## src/rtl/grid_line_of_sight_unit_defines.svh

```systemverilog
// Assertion macros shared by the line-of-sight RTL.
// Expects clk and arst_n in the scope where a macro is used.
`ifndef GRID_LINE_OF_SIGHT_UNIT_DEFINES_SVH
`define GRID_LINE_OF_SIGHT_UNIT_DEFINES_SVH

// property must hold at every clock edge out of reset
`define GLOS_CHK(lbl, prop, msg) \
	lbl: assert property (@(posedge clk) disable iff (!arst_n) prop) \
		else $error(msg);

// condition must never be seen out of reset
`define GLOS_NEVER(lbl, cond, msg) \
	lbl: assert property (@(posedge clk) disable iff (!arst_n) !(cond)) \
		else $error(msg);

`endif

```

## src/rtl/glos_pkg.sv

```systemverilog
// Shared constants and types for the grid line-of-sight unit.
// No dependencies.
`default_nettype none

package glos_pkg;

	localparam int MAP_SIDE = 64;
	localparam int IDX_W    = $clog2(MAP_SIDE);
	localparam int CFG_W    = 7;
	localparam int CRD_W    = 6;
	localparam int DLT_W    = 7;
	localparam int POS_W    = 8;
	localparam int REM_W    = 9;
	localparam int QDEPTH   = 2;
	localparam int QPTR_W   = $clog2(QDEPTH);
	localparam int QCNT_W   = $clog2(QDEPTH + 1);

	localparam logic FUNC_WRITE = 1'b0;
	localparam logic FUNC_QUERY = 1'b1;

	typedef logic [0:0] cfg_idx_t;
	localparam cfg_idx_t CFG_MAP_WIDTH  = 1'b0;
	localparam cfg_idx_t CFG_MAP_HEIGHT = 1'b1;

	typedef struct packed {
		logic             is_query;
		logic             zero;
		logic [CRD_W-1:0] x;
		logic [CRD_W-1:0] y;
		logic             blk;
		logic             neg_x;
		logic             neg_y;
		logic [DLT_W-1:0] ax;
		logic [DLT_W-1:0] ay;
	} op_t;

	typedef struct packed {
		logic valid;
		op_t  op;
	} q_head_t;

endpackage

`default_nettype wire

```

## src/rtl/glos_if.sv

```systemverilog
// Request and result channel interfaces of the line-of-sight unit.
// No dependencies.
`default_nettype none

interface glos_req_if;
	logic              valid;
	logic              ready;
	logic              func;
	logic [5:0]        cell_x;
	logic [5:0]        cell_y;
	logic              cell_blocked;
	logic [5:0]        origin_x;
	logic [5:0]        origin_y;
	logic signed [6:0] delta_x;
	logic signed [6:0] delta_y;

	modport source (output valid, func, cell_x, cell_y, cell_blocked, origin_x, origin_y,
		delta_x, delta_y, input ready);
	modport sink (input valid, func, cell_x, cell_y, cell_blocked, origin_x, origin_y,
		delta_x, delta_y, output ready);
endinterface


`default_nettype wire

```

## src/rtl/glos_front.sv

```systemverilog
// Front end: accepts requests, classifies them and queues them for the walker.
// Uses glos_pkg and glos_req_if.
`default_nettype none

module glos_front (
	input  wire logic             clk,
	input  wire logic             arst_n,
	glos_req_if.sink              req,
	input  wire logic             pop,
	output glos_pkg::q_head_t     head
);

	glos_pkg::op_t                   op_new;
	logic [glos_pkg::DLT_W-1:0]      dxu;
	logic [glos_pkg::DLT_W-1:0]      dyu;
	logic                            in_store;
	logic                            push;
	glos_pkg::op_t                   slot_q [glos_pkg::QDEPTH];
	logic [glos_pkg::QPTR_W-1:0]     wr_ptr_q;
	logic [glos_pkg::QPTR_W-1:0]     rd_ptr_q;
	logic [glos_pkg::QCNT_W-1:0]     cnt_q;

	always_comb begin
		dxu = req.delta_x;
		dyu = req.delta_y;
		in_store = (int'(req.cell_x) < glos_pkg::MAP_SIDE) &&
			(int'(req.cell_y) < glos_pkg::MAP_SIDE);
		op_new.is_query = (req.func == glos_pkg::FUNC_QUERY);
		op_new.x        = op_new.is_query ? req.origin_x : req.cell_x;
		op_new.y        = op_new.is_query ? req.origin_y : req.cell_y;
		op_new.blk      = req.cell_blocked;
		op_new.neg_x    = dxu[glos_pkg::DLT_W-1];
		op_new.neg_y    = dyu[glos_pkg::DLT_W-1];
		op_new.ax       = dxu[glos_pkg::DLT_W-1] ? (~dxu + glos_pkg::DLT_W'(1)) : dxu;
		op_new.ay       = dyu[glos_pkg::DLT_W-1] ? (~dyu + glos_pkg::DLT_W'(1)) : dyu;
		op_new.zero     = (dxu == '0) && (dyu == '0);
	end

	// writes outside the store are dropped here
	assign req.ready = (cnt_q != glos_pkg::QCNT_W'(glos_pkg::QDEPTH));
	assign push      = req.valid && req.ready && (op_new.is_query || in_store);

	assign head.valid = (cnt_q != '0);
	assign head.op    = slot_q[rd_ptr_q];

	always_ff @(posedge clk or negedge arst_n) begin
		if (!arst_n) begin
			wr_ptr_q <= '0;
			rd_ptr_q <= '0;
			cnt_q    <= '0;
		end else begin
			if (push) begin
				wr_ptr_q <= wr_ptr_q + glos_pkg::QPTR_W'(1);
			end
			if (pop) begin
				rd_ptr_q <= rd_ptr_q + glos_pkg::QPTR_W'(1);
			end
			case ({push, pop})
				2'b10:   cnt_q <= cnt_q + glos_pkg::QCNT_W'(1);
				2'b01:   cnt_q <= cnt_q - glos_pkg::QCNT_W'(1);
				default: cnt_q <= cnt_q;
			endcase
		end
	end

	always_ff @(posedge clk) begin
		if (push) begin
			slot_q[wr_ptr_q] <= op_new;
		end
	end

endmodule

`default_nettype wire

```

## src/flat_wrapper.sv

```systemverilog
// flat-port wrapper written by rule: the top's interface ports become plain ports
module glos_front_flat 
  (clk, arst_n, pop, head, req_valid, req_func, req_cell_x, req_cell_y, req_cell_blocked, req_origin_x, req_origin_y, req_delta_x, req_delta_y, req_ready);
  glos_req_if req_i ();
  input  wire logic clk;
  input  wire logic arst_n;
  input  wire logic pop;
  output glos_pkg::q_head_t head;
  input wire logic [$bits(req_i.valid)-1:0] req_valid;
  input wire logic [$bits(req_i.func)-1:0] req_func;
  input wire logic [$bits(req_i.cell_x)-1:0] req_cell_x;
  input wire logic [$bits(req_i.cell_y)-1:0] req_cell_y;
  input wire logic [$bits(req_i.cell_blocked)-1:0] req_cell_blocked;
  input wire logic [$bits(req_i.origin_x)-1:0] req_origin_x;
  input wire logic [$bits(req_i.origin_y)-1:0] req_origin_y;
  input wire logic [$bits(req_i.delta_x)-1:0] req_delta_x;
  input wire logic [$bits(req_i.delta_y)-1:0] req_delta_y;
  output wire logic [$bits(req_i.ready)-1:0] req_ready;
  assign req_i.valid = req_valid;
  assign req_i.func = req_func;
  assign req_i.cell_x = req_cell_x;
  assign req_i.cell_y = req_cell_y;
  assign req_i.cell_blocked = req_cell_blocked;
  assign req_i.origin_x = req_origin_x;
  assign req_i.origin_y = req_origin_y;
  assign req_i.delta_x = req_delta_x;
  assign req_i.delta_y = req_delta_y;
  assign req_ready = req_i.ready;
  glos_front u_core (.clk(clk), .arst_n(arst_n), .req(req_i), .pop(pop), .head(head));
endmodule
```

## config.mk

```make
export PLATFORM = sky130hd
export DESIGN_NAME = glos_front_flat
export DESIGN_NICKNAME = d
export VERILOG_FILES = /design/src/rtl/grid_line_of_sight_unit_defines.svh /design/src/rtl/glos_pkg.sv /design/src/rtl/glos_if.sv /design/src/rtl/glos_front.sv /design/src/flat_wrapper.sv
export SDC_FILE = /design/constraint.sdc
export NUM_CORES = 1
export LEC_CHECK = 0
export ABC_CLOCK_PERIOD_IN_PS = 2490
export BUFFER_PORTS_ARGS = -buffer_cell sky130_fd_sc_hd__buf_2
export CAP_MARGIN = 10
export CORE_MARGIN = 10
export CORE_UTILIZATION = 35
export CTS_BUF_LIST = sky130_fd_sc_hd__clkbuf_2 sky130_fd_sc_hd__clkbuf_4 sky130_fd_sc_hd__clkbuf_8
export DETAILED_ROUTE_END_ITERATION = 7
export HOLD_SLACK_MARGIN = 0.08
export MAX_ROUTING_LAYER = met4
export PLACE_DENSITY_LB_ADDON = 0.3
export SETUP_SLACK_MARGIN = 0.02
export SKIP_LAST_GASP = 1
export SLEW_MARGIN = 40
export SYNTH_ARGS = -nofsm -noshare
export SYNTH_HDL_FRONTEND = slang
export SYNTH_SLANG_ARGS = --single-unit
```

## constraint.sdc

```tcl
create_clock -name clk -period 2.49 [get_ports clk]
set_clock_uncertainty 0.15 [all_clocks]
set_input_delay 0 -clock clk [delete_from_list [all_inputs] [get_ports clk]]
set_output_delay 0 -clock clk [all_outputs]
set_load 0.02 [all_outputs]
```

# Yosys cells after proc, flatten, opt, wreduce, memory -nomap -nowiden
# Memory sizes are Yosys's and may differ from the RTL's.
# Cells that the tools add are included.
# W data, S select, Z words.
word_totals:
  reg_bits: 4
  latchBits: 0
  mem_bits_rw: 62
  mem_bits_ro: 0
  input_bits: 44
  out_inout_bits: 33
  wordCells: 28
  mem_count: 1
classes:
  add_sub_neg: 6
  multipliers: 0
  div: 0
  n_lt_le_gt_ge: 0
  eq_ne: 3
  shifts: 0
  n_mux: 7
  bitwise: 2
  n_reduce_logical: 6
mem_list:
  columns: ["name", "depth", "word_bits", "rd", "rd_clocked_by_memory_dff", "wr", "line_no", "text"]
  rows:
  - ["u_core.slot_q", 2, 31, 1, 0, 1, "glos_front.sv:18", "glos_pkg::op_t slot_q [glos_pkg::QDEPTH];"]
op_table:
  columns: ["cell", "count"]
  rows:
  - ["$add A7 B1 Y7 const B", 2]
  - ["$logic_not A7 Y1", 2]
  - ["$mux W7", 2]
  - ["$not A7 Y7", 2]
  - ["$mux W6", 2]
  - ["$pmux W2 S2", 1]
  - ["$reduce_bool A2 Y1", 2]
  - ["$add A1 B1 Y1 const B", 2]
  - ["$add A2 B1 Y2 const B", 1]
  - ["$eq A2 B1 Y1 const B", 1]
  - ["$eq A2 B2 Y1 const B", 1]
  - ["$logic_and A1 B1 Y1", 2]
  - ["$mux W1", 2]
  - ["$ne A2 B2 Y1 const B", 1]
  - ["$sub A2 B1 Y2 const B", 1]

# Logic depth before layout (Yosys ltp)
# Gate-level depths: netlist of the first run.
depth:
  ltp_word: 4
  mapped_depth: 6
  mapped_depth_nobuf: 6

# Least setup slack after synthesis of the first run
# OpenSTA, ideal clock, no wires.
synth_timing:
  path_kind: "reg2reg"
  from: "register u_core.cnt_q[0] (netlist bit)"
  to: "memory u_core.slot_q[0][0] (netlist bit) (enable)"
  setup_time_ps: 419
  arrival_time_ps: 2119
  required_time_ps: 1921
  slack_ps: -198
  path_stages_with_launch: 4
  path_buffers: 0
  cell_sequence: "dfrtp_1 -> nand2b_1 -> nand2_1 -> nor2_1"
synth_between:
  elab_chain_cells: 4
synth_lines:
  columns: ["element", "line_no", "text"]
  rows:
  - ["start, declared", "glos_front.sv:21", "logic [glos_pkg::QCNT_W-1:0] cnt_q;"]
  - ["start signal, assigned", "glos_front.sv:59", "2'b10: cnt_q <= cnt_q + glos_pkg::QCNT_W'(1);"]
  - ["start signal, assigned", "glos_front.sv:60", "2'b01: cnt_q <= cnt_q - glos_pkg::QCNT_W'(1);"]
  - ["start signal, assigned", "glos_front.sv:61", "default: cnt_q <= cnt_q;"]
  - ["$ne A2 B2 Y1", "glos_front.sv:40", "assign req.ready = (cnt_q != glos_pkg::QCNT_W'(glos_pkg::QDEPTH));"]
  - ["named net req_ready", "flat_wrapper.sv:18", "output wire logic [$bits(req_i.ready)-1:0] req_ready;"]
  - ["$logic_and A1 B1 Y1", "glos_front.sv:41", "assign push = req.valid && req.ready && (op_new.is_query || in_store);"]
  - ["$mux W1", "glos_front.sv:67", "if (push) begin"]
  - ["$mux W1 (not written as such)", "glos_front.sv:68", "slot_q[wr_ptr_q] <= op_new;"]
  - ["end, declared", "glos_front.sv:18", null]
# The timed path passes the listed nets, and every way through them passes these cells.

==> flow_summary.toml, run 1 <==
[grt]
grt_max_degree = 32
grt_pass1_wl_mm = 9.804
grt_pass1_vias = 1974
grtUsageTotal = 0.1091
gr-total-overflow = 0
antenna_found_initial = 0

[timing]
slew_violations = 0
hold_slack_ps = 252.7
fin_crit_sh = 0.7525
tightest_slew_ps = 471.2
fmax_mhz = 533.7
final.setup.tns_ps = 0
setup_viol = 0
period_minus_slack_ps = 1874
timing.slew.headroom = 0.6852
rsz0062_at_grt = "no"
timing_hold_violations_final = 0

[worst_setup_path]
cp.required_ps = 2410
cp-start-kind = "input port"
endpoint_kind = "flip-flop"
crit_arrival_ps = 1800
slowest_stage = "dlygate4sd3_1"
cp_max_fo = 3
cpPeakStageDelay_ps = 580
critPathMostFrequentCell = "dlygate4sd3_1"
worstPathCellList = "dlygate4sd3_1 > buf_2 > nor3_1 > a31oi_1 > xor2_1 > dlygate4sd3_1"
critPathKind = "in2reg"

[power]
power.internal_uw = 2617
combPwrFrac = 0.376
leakagePower_uw = 0.001562
swShare = 0.3303
p_switching_uw = 1291
power.share.clock = 0.212
seq_power_share = 0.412
ir_worst_vdd_mv = 0.2994
pwr_density_cell_mw_per_mm2 = 981.4

[route]
routed_wl_mm = 6.137
ant_nets = 0
vias_per_cell = 4.524
drc = 0
drt-initial-drc-count = 75
vias = 1814
wl_per_cell_um = 15.30
drtPass1Iterations = 4

[synth]
async_flop_share = 0.06061
ys_seq_elements = 66
synth_area_per_cell_sq_um = 17.44
ys_types = 23
ys_warn_count = 0
synth_edf_count = 62
synthCells = 163
yosysSeqAreaShare = 0.6901
synth_nets = 210
ys.flop_type = "edfxtp_1"
netlist_area_sq_mm = 0.002843

[job]
maxCapViolCount = 0

[die]
rows = 32
dieArea_sq_mm = 0.01213
core_area_sq_mm = 0.007807
die_w_um = 110.1
start_util = 0.3641
boundaryPins = 77
dieHeight_um = 110.1

[cts]
cts.path.max_buffers = 2
cts_max_level = 3
cts_resized = 0
clkSinkCount = 66
cts_made_buffers = 9
clkSlewWorstSetupHoldPaths_ps = 70
cts_tree = "yes"
cts_root_buf = "clkbuf_8"
clkLatencyLatePin_ps = 330

[place]
io_buffers = 76
gp_congestion = 0.7372
dp_hpwl_mm = 4.135

[finish]
fillers = 698
diodes = 0
syn2layout_area_growth_pct = 40.10
multiInputGateArea_sq_um = 813.3
finalNetCount = 341
drive_gt1_frac = 0.4716
seq_area_sq_mm = 0.001962

[outcome]
status = "finished, final reports clean"

[hold_path]
min_path_type = "in2reg"
[through the flow]
step	power, uW	cells	utilization	area [sq um]	setup slack, ps
after floorplan	2638	163	-	2845	309.0
after global placement	3064	340	0.4288	3348	740.9
after detailed placement	3080	340	0.4288	3348	698.4
after CTS	3988	401	0.5101	3983	622.6
after global routing	4137	401	0.5101	3983	557.4
final	3909	401	0.5101	3983	616.2
[worst max-delay path: cells and delay by family]
family,cells,cell delay [ps]
compound gates,1,140
simple gates,1,260
xor+xnor,1,150
buf+inv,3,1260
[synth_stat cells (all sizes together) (3+ instances only)]
cell | n | area (sq um)
edfxtp | 62 | 1862
mux2 | 43 | 499.2
xnor2 | 7 | 61.31
inv | 6 | 22.52
nor2 | 6 | 22.52
xor2 | 6 | 52.55
buf | 5 | 52.55
dfrtp | 4 | 100.1
ha | 3 | 37.54
nand2 | 3 | 11.26
nand2b | 3 | 18.77
[registers in the layout (all words and copies together) (netlist names)]
signal,flops
u_core.rd_ptr_q,1
u_core.slot_q,62
u_core.cnt_q,2
u_core.wr_ptr_q,1
[per-layer routing]
layer,vias up,share of wire,global-route usage
met5,-,0,-
met4,0,0.029,0.06422
met3,12,0.042,0.02263
met2,46,0.57,0.1948
met1,879,0.36,0.1075
li1,877,-,-
[final timing paths]
check | startpoint | end | slack (ps) | depth (start not counted)
worst min-delay path | req_cell_blocked | u_core.slot_q[1][16] | 250 | 2
max in group asynchronous | arst_n | u_core.rd_ptr_q | 1600 | 3
worst max register to register | u_core.cnt_q[0] | u_core.slot_q[0][14] | 710 | 4
worst max-delay path | req_delta_y[3] | u_core.slot_q[0][5] | 620 | 6
worst min register to register | u_core.cnt_q[1] | u_core.cnt_q[1] | 340 | 1
min in group asynchronous | arst_n | u_core.cnt_q[1] | 410 | 3
[repair_timing]
item	in CTS	in global routing
endpoints found under the setup margin	0	0
buffers inserted	0	0
hold buffers	45	0
hold endpoints to repair	70	0
[layout by cell type, fill, tap and decap left out, types with 2 or more instances in the layout]
cell type,netlist,routed
mux2_4,4,4
buf_4,1,3
nand2b_1,3,3
mux2_2,39,39
dlygate4sd3_1,0,45
o21ai_0,2,2
xnor2_1,7,7
nand2_1,3,3
clkinv_1,0,2
nor2_1,6,5
clkinv_2,0,3
edfxtp_1,62,62
a21oi_1,2,2
a31oi_1,2,2
nand3b_1,2,2
dfrtp_1,4,4
inv_1,6,6
xor2_1,6,6
o31ai_1,2,2
clkbuf_8,0,9
ha_1,3,3
buf_2,0,76
[logic make-up (layout without fill, tap and decap cells)]
group,after synthesis,after routing,synth area share
adders and majority gates,3,3,0.01321
DFF,66,66,0.6901
muxes,43,43,0.1756
buffers and inverters,11,147,0.02641
AOI/OAI and AO/OA,8,8,0.01672
and+or+nand+nor,19,19,0.03785
xor gates and xnor gates,13,13,0.04005
[power groups by stage]
stage	combinational [uW]	sequential (uW)	clock, uW
after floorplan	1020	1620	0
after detailed placement	1440	1640	0
after CTS	1510	1610	863
after global routing	1590	1630	908
after global placement	1440	1630	0
final	1470	1610	830
[layout make-up]
class,count,share of cell area
clock inverter,7,0.01508
timing repair buffer,125,0.2193
sequential,66,0.4926
multi-input combinational,86,0.2042
clock buffer,9,0.03110
tap,102,0.03205
inverter,6,0.005655
Power figures use the tool's default switching activity.
==> run 2: changes to the inputs <==
--- a/config.mk
+++ b/config.mk
@@ -5,7 +5,7 @@
 export SDC_FILE = /design/constraint.sdc
 export NUM_CORES = 1
 export LEC_CHECK = 0
-export ABC_CLOCK_PERIOD_IN_PS = 2490
+export ABC_CLOCK_PERIOD_IN_PS = 1800
 export BUFFER_PORTS_ARGS = -buffer_cell sky130_fd_sc_hd__buf_2
 export CAP_MARGIN = 10
 export CORE_MARGIN = 10
==> constraint.sdc (replaced) <==
create_clock -name clk -period 1.8 [get_ports clk]
set_clock_uncertainty 0.15 [all_clocks]
set_input_delay 0 -clock clk [delete_from_list [all_inputs] [get_ports clk]]
set_output_delay 0 -clock clk [all_outputs]
set_load 0.02 [all_outputs]
==> run 2 against run 1 <==
Compared with the run above: final area rose by 0.25%; via count fell by 1.6%; total power rose by 39%; sequential cell count did not move; sequential share of layout area fell by 0.12 points; critical path type is now reg2out.
==> flow_summary.toml, run 2 (synthesized netlist as in run 1, its figures left out) <==
[outcome]
status = "finished, final reports clean"

[timing]
fmax_mhz = 614.5
timing.slew.headroom = 0.7944
timing_hold_violations_final = 0
hold_slack_ps = 250.9
period_minus_slack_ps = 1627
fin_crit_sh = 0.9040
final.setup.tns_ps = 0
slew_violations = 0
tightest_slew_ps = 305.8
rsz0062_at_grt = "no"
finalWorstSetupSlack_ps = 172.7
setup_viol = 0

[die]
dieArea_sq_mm = 0.01213
core_area_sq_mm = 0.007807
start_util = 0.3641
rows = 32
die_w_um = 110.1
dieHeight_um = 110.1
boundaryPins = 77

[worst_setup_path]
cpPeakStageDelay_ps = 380
cp.required_ps = 1650
r2r_slack_ps = 210
critPathKind = "reg2out"
crit_arrival_ps = 1480
r2r_start = "u_core.cnt_q[0]"
endpoint_kind = "output pin"
reg2reg_to = "u_core.cnt_q[1]"
cp-start-kind = "flip-flop"
reg2regPathDepth = 5
slowest_stage = "mux2_2"
worstPathCellList = "buf_4 > mux2_2 > buf_2"
cp_max_fo = 18

[finish]
diodes = 0
mostFrequentLayoutCell = "buf_2"
finalNetCount = 340
largest_register_ffs = 62
top_register = "u_core.slot_q"
layoutNonFillerInstCount = 399
drive_gt1_frac = 0.4815
layout.cells.most_common_list = "buf_2 (76), edfxtp_1 (62), dlygate4sd3_1 (44)"
syn2layout_area_growth_pct = 40.45
top_regs = "u_core.slot_q: 62 flops, u_core.cnt_q: 2 flops"
final_util = 0.5114

[route]
drtPass1Iterations = 4
wl_met3_um = 254
wl_per_cell_um = 15.12
ant_nets = 0
vias_per_cell = 4.474
vias = 1785
drt-initial-drc-count = 46
met1Wirelength_mm = 2.244
top_layer_used = "met4"
routed_wl_mm = 6.033
wl_met2_mm = 3.385
drc = 0

[cts]
cts_tree = "yes"
cts.path.max_buffers = 2
cts_resized = 0
clkSinkCount = 66
clkSlewWorstSetupHoldPaths_ps = 60
clkLatencyLatePin_ps = 330
cts_max_level = 3
post_cts.repair.setup_buffers = 0
cts_made_buffers = 9
cts_root_buf = "clkbuf_8"

[place]
dp_hpwl_mm = 4.093
place_ws_ps = 221.5
place_inst = 340
gp_congestion = 0.7379
io_buffers = 76

[hold_path]
min_path_type = "in2reg"
hold_depth = 2
hold_start = "req_cell_blocked"
hold-path-endpoint = "u_core.slot_q[1][16]"

[grt]
antenna_found_initial = 0
gr-total-overflow = 0
grt_pass1_vias = 1996
grt_max_degree = 32
grtUsageTotal = 0.1071
grt_pass1_wl_mm = 9.439

[power]
combPwrFrac = 0.379
power.share.clock = 0.211
power.internal_uw = 3682
leakagePower_uw = 0.001570
pwr_density_cell_mw_per_mm2 = 1365
swShare = 0.3245
seq_power_share = 0.411
ir_worst_vdd_mv = 0.5090
p_switching_uw = 1769

[job]
maxCapViolCount = 0
==> run 2: worst max-delay path: cells and delay by family (launching register included) <==
family,cells,cell delay [ps]
buffers and inverters,2,430
flip-flops,1,340
multiplexers,1,380
==> run 2: worst max-delay path by stage <==
stage	slack, ps	end	cells after the start	start
final	170	head[29]	3	u_core.rd_ptr_q
after global placement	310	u_core.slot_q[0][5]	4	u_core.cnt_q[0]
after CTS	130	head[29]	3	u_core.rd_ptr_q
after floorplan	50	u_core.slot_q[0][0]	3	u_core.cnt_q[0]
after detailed placement	220	u_core.cnt_q[1]	5	u_core.cnt_q[0]
after global routing	60	head[29]	3	u_core.rd_ptr_q
==> run 2: final cells by class <==
cell class,count,area [sq um]
Clock inverter,4,43.79
Timing Repair Buffer,124,875.8
Multi-Input combinational cell,86,822.0
Sequential cell,66,1962
Clock buffer,11,138.9
Tap cell,102,127.6
Fill cell,691,3815
Inverter,6,22.52
==> run 2: layer usage <==
metal	global-route usage	up-vias
met5	-	-
met1	0.09940	854
met2	0.1977	45
li1	-	872
met3	0.02263	14
met4	0.06422	0
==> run 2: stage by stage <==
stage                     power, uW  area, sq um
final                          5451         3993
after detailed placement       4309         3369
after CTS                      5548         3993
after floorplan                3674         2859
after global routing           5749         3993
after global placement         4281         3369
==> run 2: power groups by stage <==
stage               Combinational, uW  Clock, uW  Sequential (uW)
floorplan                        1430          0             2240
global placement                 2030          0             2250
detailed placement               2040          0             2270
CTS                              2130       1180             2240
global route                     2220       1240             2280
finish                           2060       1150             2240
==> run 2: what timing repair did <==
action | in CTS | in global routing
hold buffers | 44 | 0
setup endpoints to repair | 0 | 0
endpoints found under the hold margin | 70 | 0
==> run 3: changes to the inputs <==
--- a/config.mk
+++ b/config.mk
@@ -9,8 +9,9 @@
 export BUFFER_PORTS_ARGS = -buffer_cell sky130_fd_sc_hd__buf_2
 export CAP_MARGIN = 10
 export CORE_MARGIN = 10
-export CORE_UTILIZATION = 35
+export CORE_UTILIZATION = 54
 export CTS_BUF_LIST = sky130_fd_sc_hd__clkbuf_2 sky130_fd_sc_hd__clkbuf_4 sky130_fd_sc_hd__clkbuf_8
+export CTS_CLUSTER_SIZE = 40
 export DETAILED_ROUTE_END_ITERATION = 7
 export HOLD_SLACK_MARGIN = 0.08
 export MAX_ROUTING_LAYER = met4
==> run 3 against run 2 <==
Compared with the run above: critical path depth is the same; sequential cell count did not move; fmax is essentially flat; worst hold slack worse by 12 ps; non-clock buffer count up 1; via count grew 2.6%; global-route usage increased by 5.3 points; clock-buffer cell count fell by 2; total power is 1.5% higher; die area shrank 29%; critical path type unchanged.
==> flow_summary.toml, run 3 (synthesized netlist as in run 1, its figures left out) <==
[timing]
rsz0062_at_grt = "no"
timing.slew.headroom = 0.7857
timing_hold_violations_final = 0
tightest_slew_ps = 318.7
final.setup.tns_ps = 0
fmax_mhz = 614.3
setup_viol = 0
fin_crit_sh = 0.9044
slew_violations = 0
period_minus_slack_ps = 1628

[grt]
grt_pass1_vias = 2047
grt_pass1_wl_mm = 10.18
grtUsageTotal = 0.1598
grt_max_degree = 33
antenna_found_initial = 0
gr-total-overflow = 0

[worst_setup_path]
critPathTopFamily = "buffers and inverters"
crit_arrival_ps = 1480
reg2regPathDepth = 6
cp_max_fo = 32
endpoint_kind = "output pin"
cp-start-kind = "flip-flop"
reg2reg_to = "u_core.cnt_q[1]"
startpoint = "u_core.rd_ptr_q"
r2r_slack_ps = 220
worstPathCellList = "buf_12 > mux2_2 > buf_2"
crit_buf_inv = 2
r2r_start = "u_core.cnt_q[0]"
cp.required_ps = 1650
slowest_stage = "mux2_2"
critPathKind = "reg2out"
cpPeakStageDelay_ps = 380

[hold_path]
hold-path-endpoint = "u_core.slot_q[0][16]"
hold_start = "req_cell_blocked"
hold_depth = 2
min_path_type = "in2reg"

[finish]
finalNetCount = 341
layoutNonFillerInstCount = 369
multiInputGateArea_sq_um = 822.0
fillers = 314
syn2layout_area_growth_pct = 40.23
seq_area_sq_mm = 0.001962
layout.cells.most_common_list = "buf_2 (76), edfxtp_1 (62), dlygate4sd3_1 (44)"
diodes = 0
mostFrequentLayoutCell = "buf_2"
drive_gt1_frac = 0.4816
top_regs = "u_core.slot_q: 62 flops, u_core.cnt_q: 2 flops"
top_register = "u_core.slot_q"
largest_register_ffs = 62

[die]
die_w_um = 92.56
rows = 26
start_util = 0.5566
boundaryPins = 77
dieArea_sq_mm = 0.008566
core_area_sq_mm = 0.005107
dieHeight_um = 92.56

[place]
io_buffers = 76
place_inst = 309
dp_hpwl_mm = 3.922
gp_congestion = 0.7651

[cts]
clkSlewWorstSetupHoldPaths_ps = 70
clkSinkCount = 66
cts_tree = "yes"
cts.path.max_buffers = 2
cts_made_buffers = 9
cts_max_level = 3
cts_root_buf = "clkbuf_8"
clkLatencyLatePin_ps = 330
post_cts.repair.setup_buffers = 0

[route]
wl_per_cell_um = 17.01
drt-initial-drc-count = 117
ant_nets = 0
vias_per_cell = 4.962
met1Wirelength_mm = 2.519
drtPass1Iterations = 4
top_layer_used = "met4"
vias = 1831
routed_wl_mm = 6.278
wl_met3_um = 289
wl_met2_mm = 3.368
drc = 0

[power]
pwr_density_cell_mw_per_mm2 = 1388
leakagePower_uw = 0.001580
p_total_uw = 5532
ir_worst_vdd_mv = 0.8556

[outcome]
status = "finished, final reports clean"

[job]
maxCapViolCount = 0
## run 3: changes by cell type in the layout (fill, tap and decap cells not counted), sizes merged
cell | previous run | this run
buf | 80 | 81
clkbuf | 11 | 9
clkinv | 3 | 5
clkinvlp | 0 | 1
## run 3: final cells by class
| type | count | share of cell area |
|---|---|---|
| flip-flops and latches | 66 | 0.4922 |
| repair buffers | 125 | 0.2279 |
| well taps | 70 | 0.02197 |
| multi-input cells | 86 | 0.2062 |
| inverters | 6 | 0.005650 |
| clock inverters | 7 | 0.01507 |
| clock buffers | 9 | 0.03107 |
## run 3: layer usage
metal | track usage | up-vias
met4 | 0.08226 | 0
li1 | - | 884
met1 | 0.1684 | 887
met5 | - | -
met3 | 0.03955 | 8
met2 | 0.2729 | 52
## run 3: where the power goes
part | total (uW) | leakage, uW | switching, uW | internal (uW)
logic | 2140 | 0.000863 | 1180 | 958
clock network | 1140 | 0.0000939 | 523 | 622
registers | 2250 | 0.000624 | 123 | 2120
## run 3: what timing repair did
action	4_1_cts	5_1_grt
endpoints found under the hold margin	70	0
hold buffers	44	0
gates resized for setup	0	0
## run 3: metrics by stage
step / hold slack, ps / setup WS, ps / util / area [sq um]
floorplan: -445.6 / 45.34 / - / 2859
global placement: -339.6 / 303.1 / 0.6583 / 3362
detailed placement: -338.3 / 229.9 / 0.6583 / 3362
CTS: 225.1 / 153.9 / 0.7805 / 3986
global route: 231.4 / 88.12 / 0.7805 / 3986
finish: 239.2 / 172.2 / 0.7805 / 3986
## run 3: worst max-delay path by stage
stage                     cells past startpoint             endpoint  slack, ps
final                                         3             head[14]        170
after global routing                          6      u_core.cnt_q[1]         90
after CTS                                     3             head[14]        150
after detailed placement                      6      u_core.cnt_q[1]        230
after global placement                        5      u_core.cnt_q[1]        300
after floorplan                               3  u_core.slot_q[0][0]         50
## run 3: worst register-to-register path: stages (launching register included)
cell	delay, ps
dfrtp_1	420
nand2b_4	170
nand2_1	130
ha_1	230
xnor2_1	160
nor2_1	70
xor2_1	130
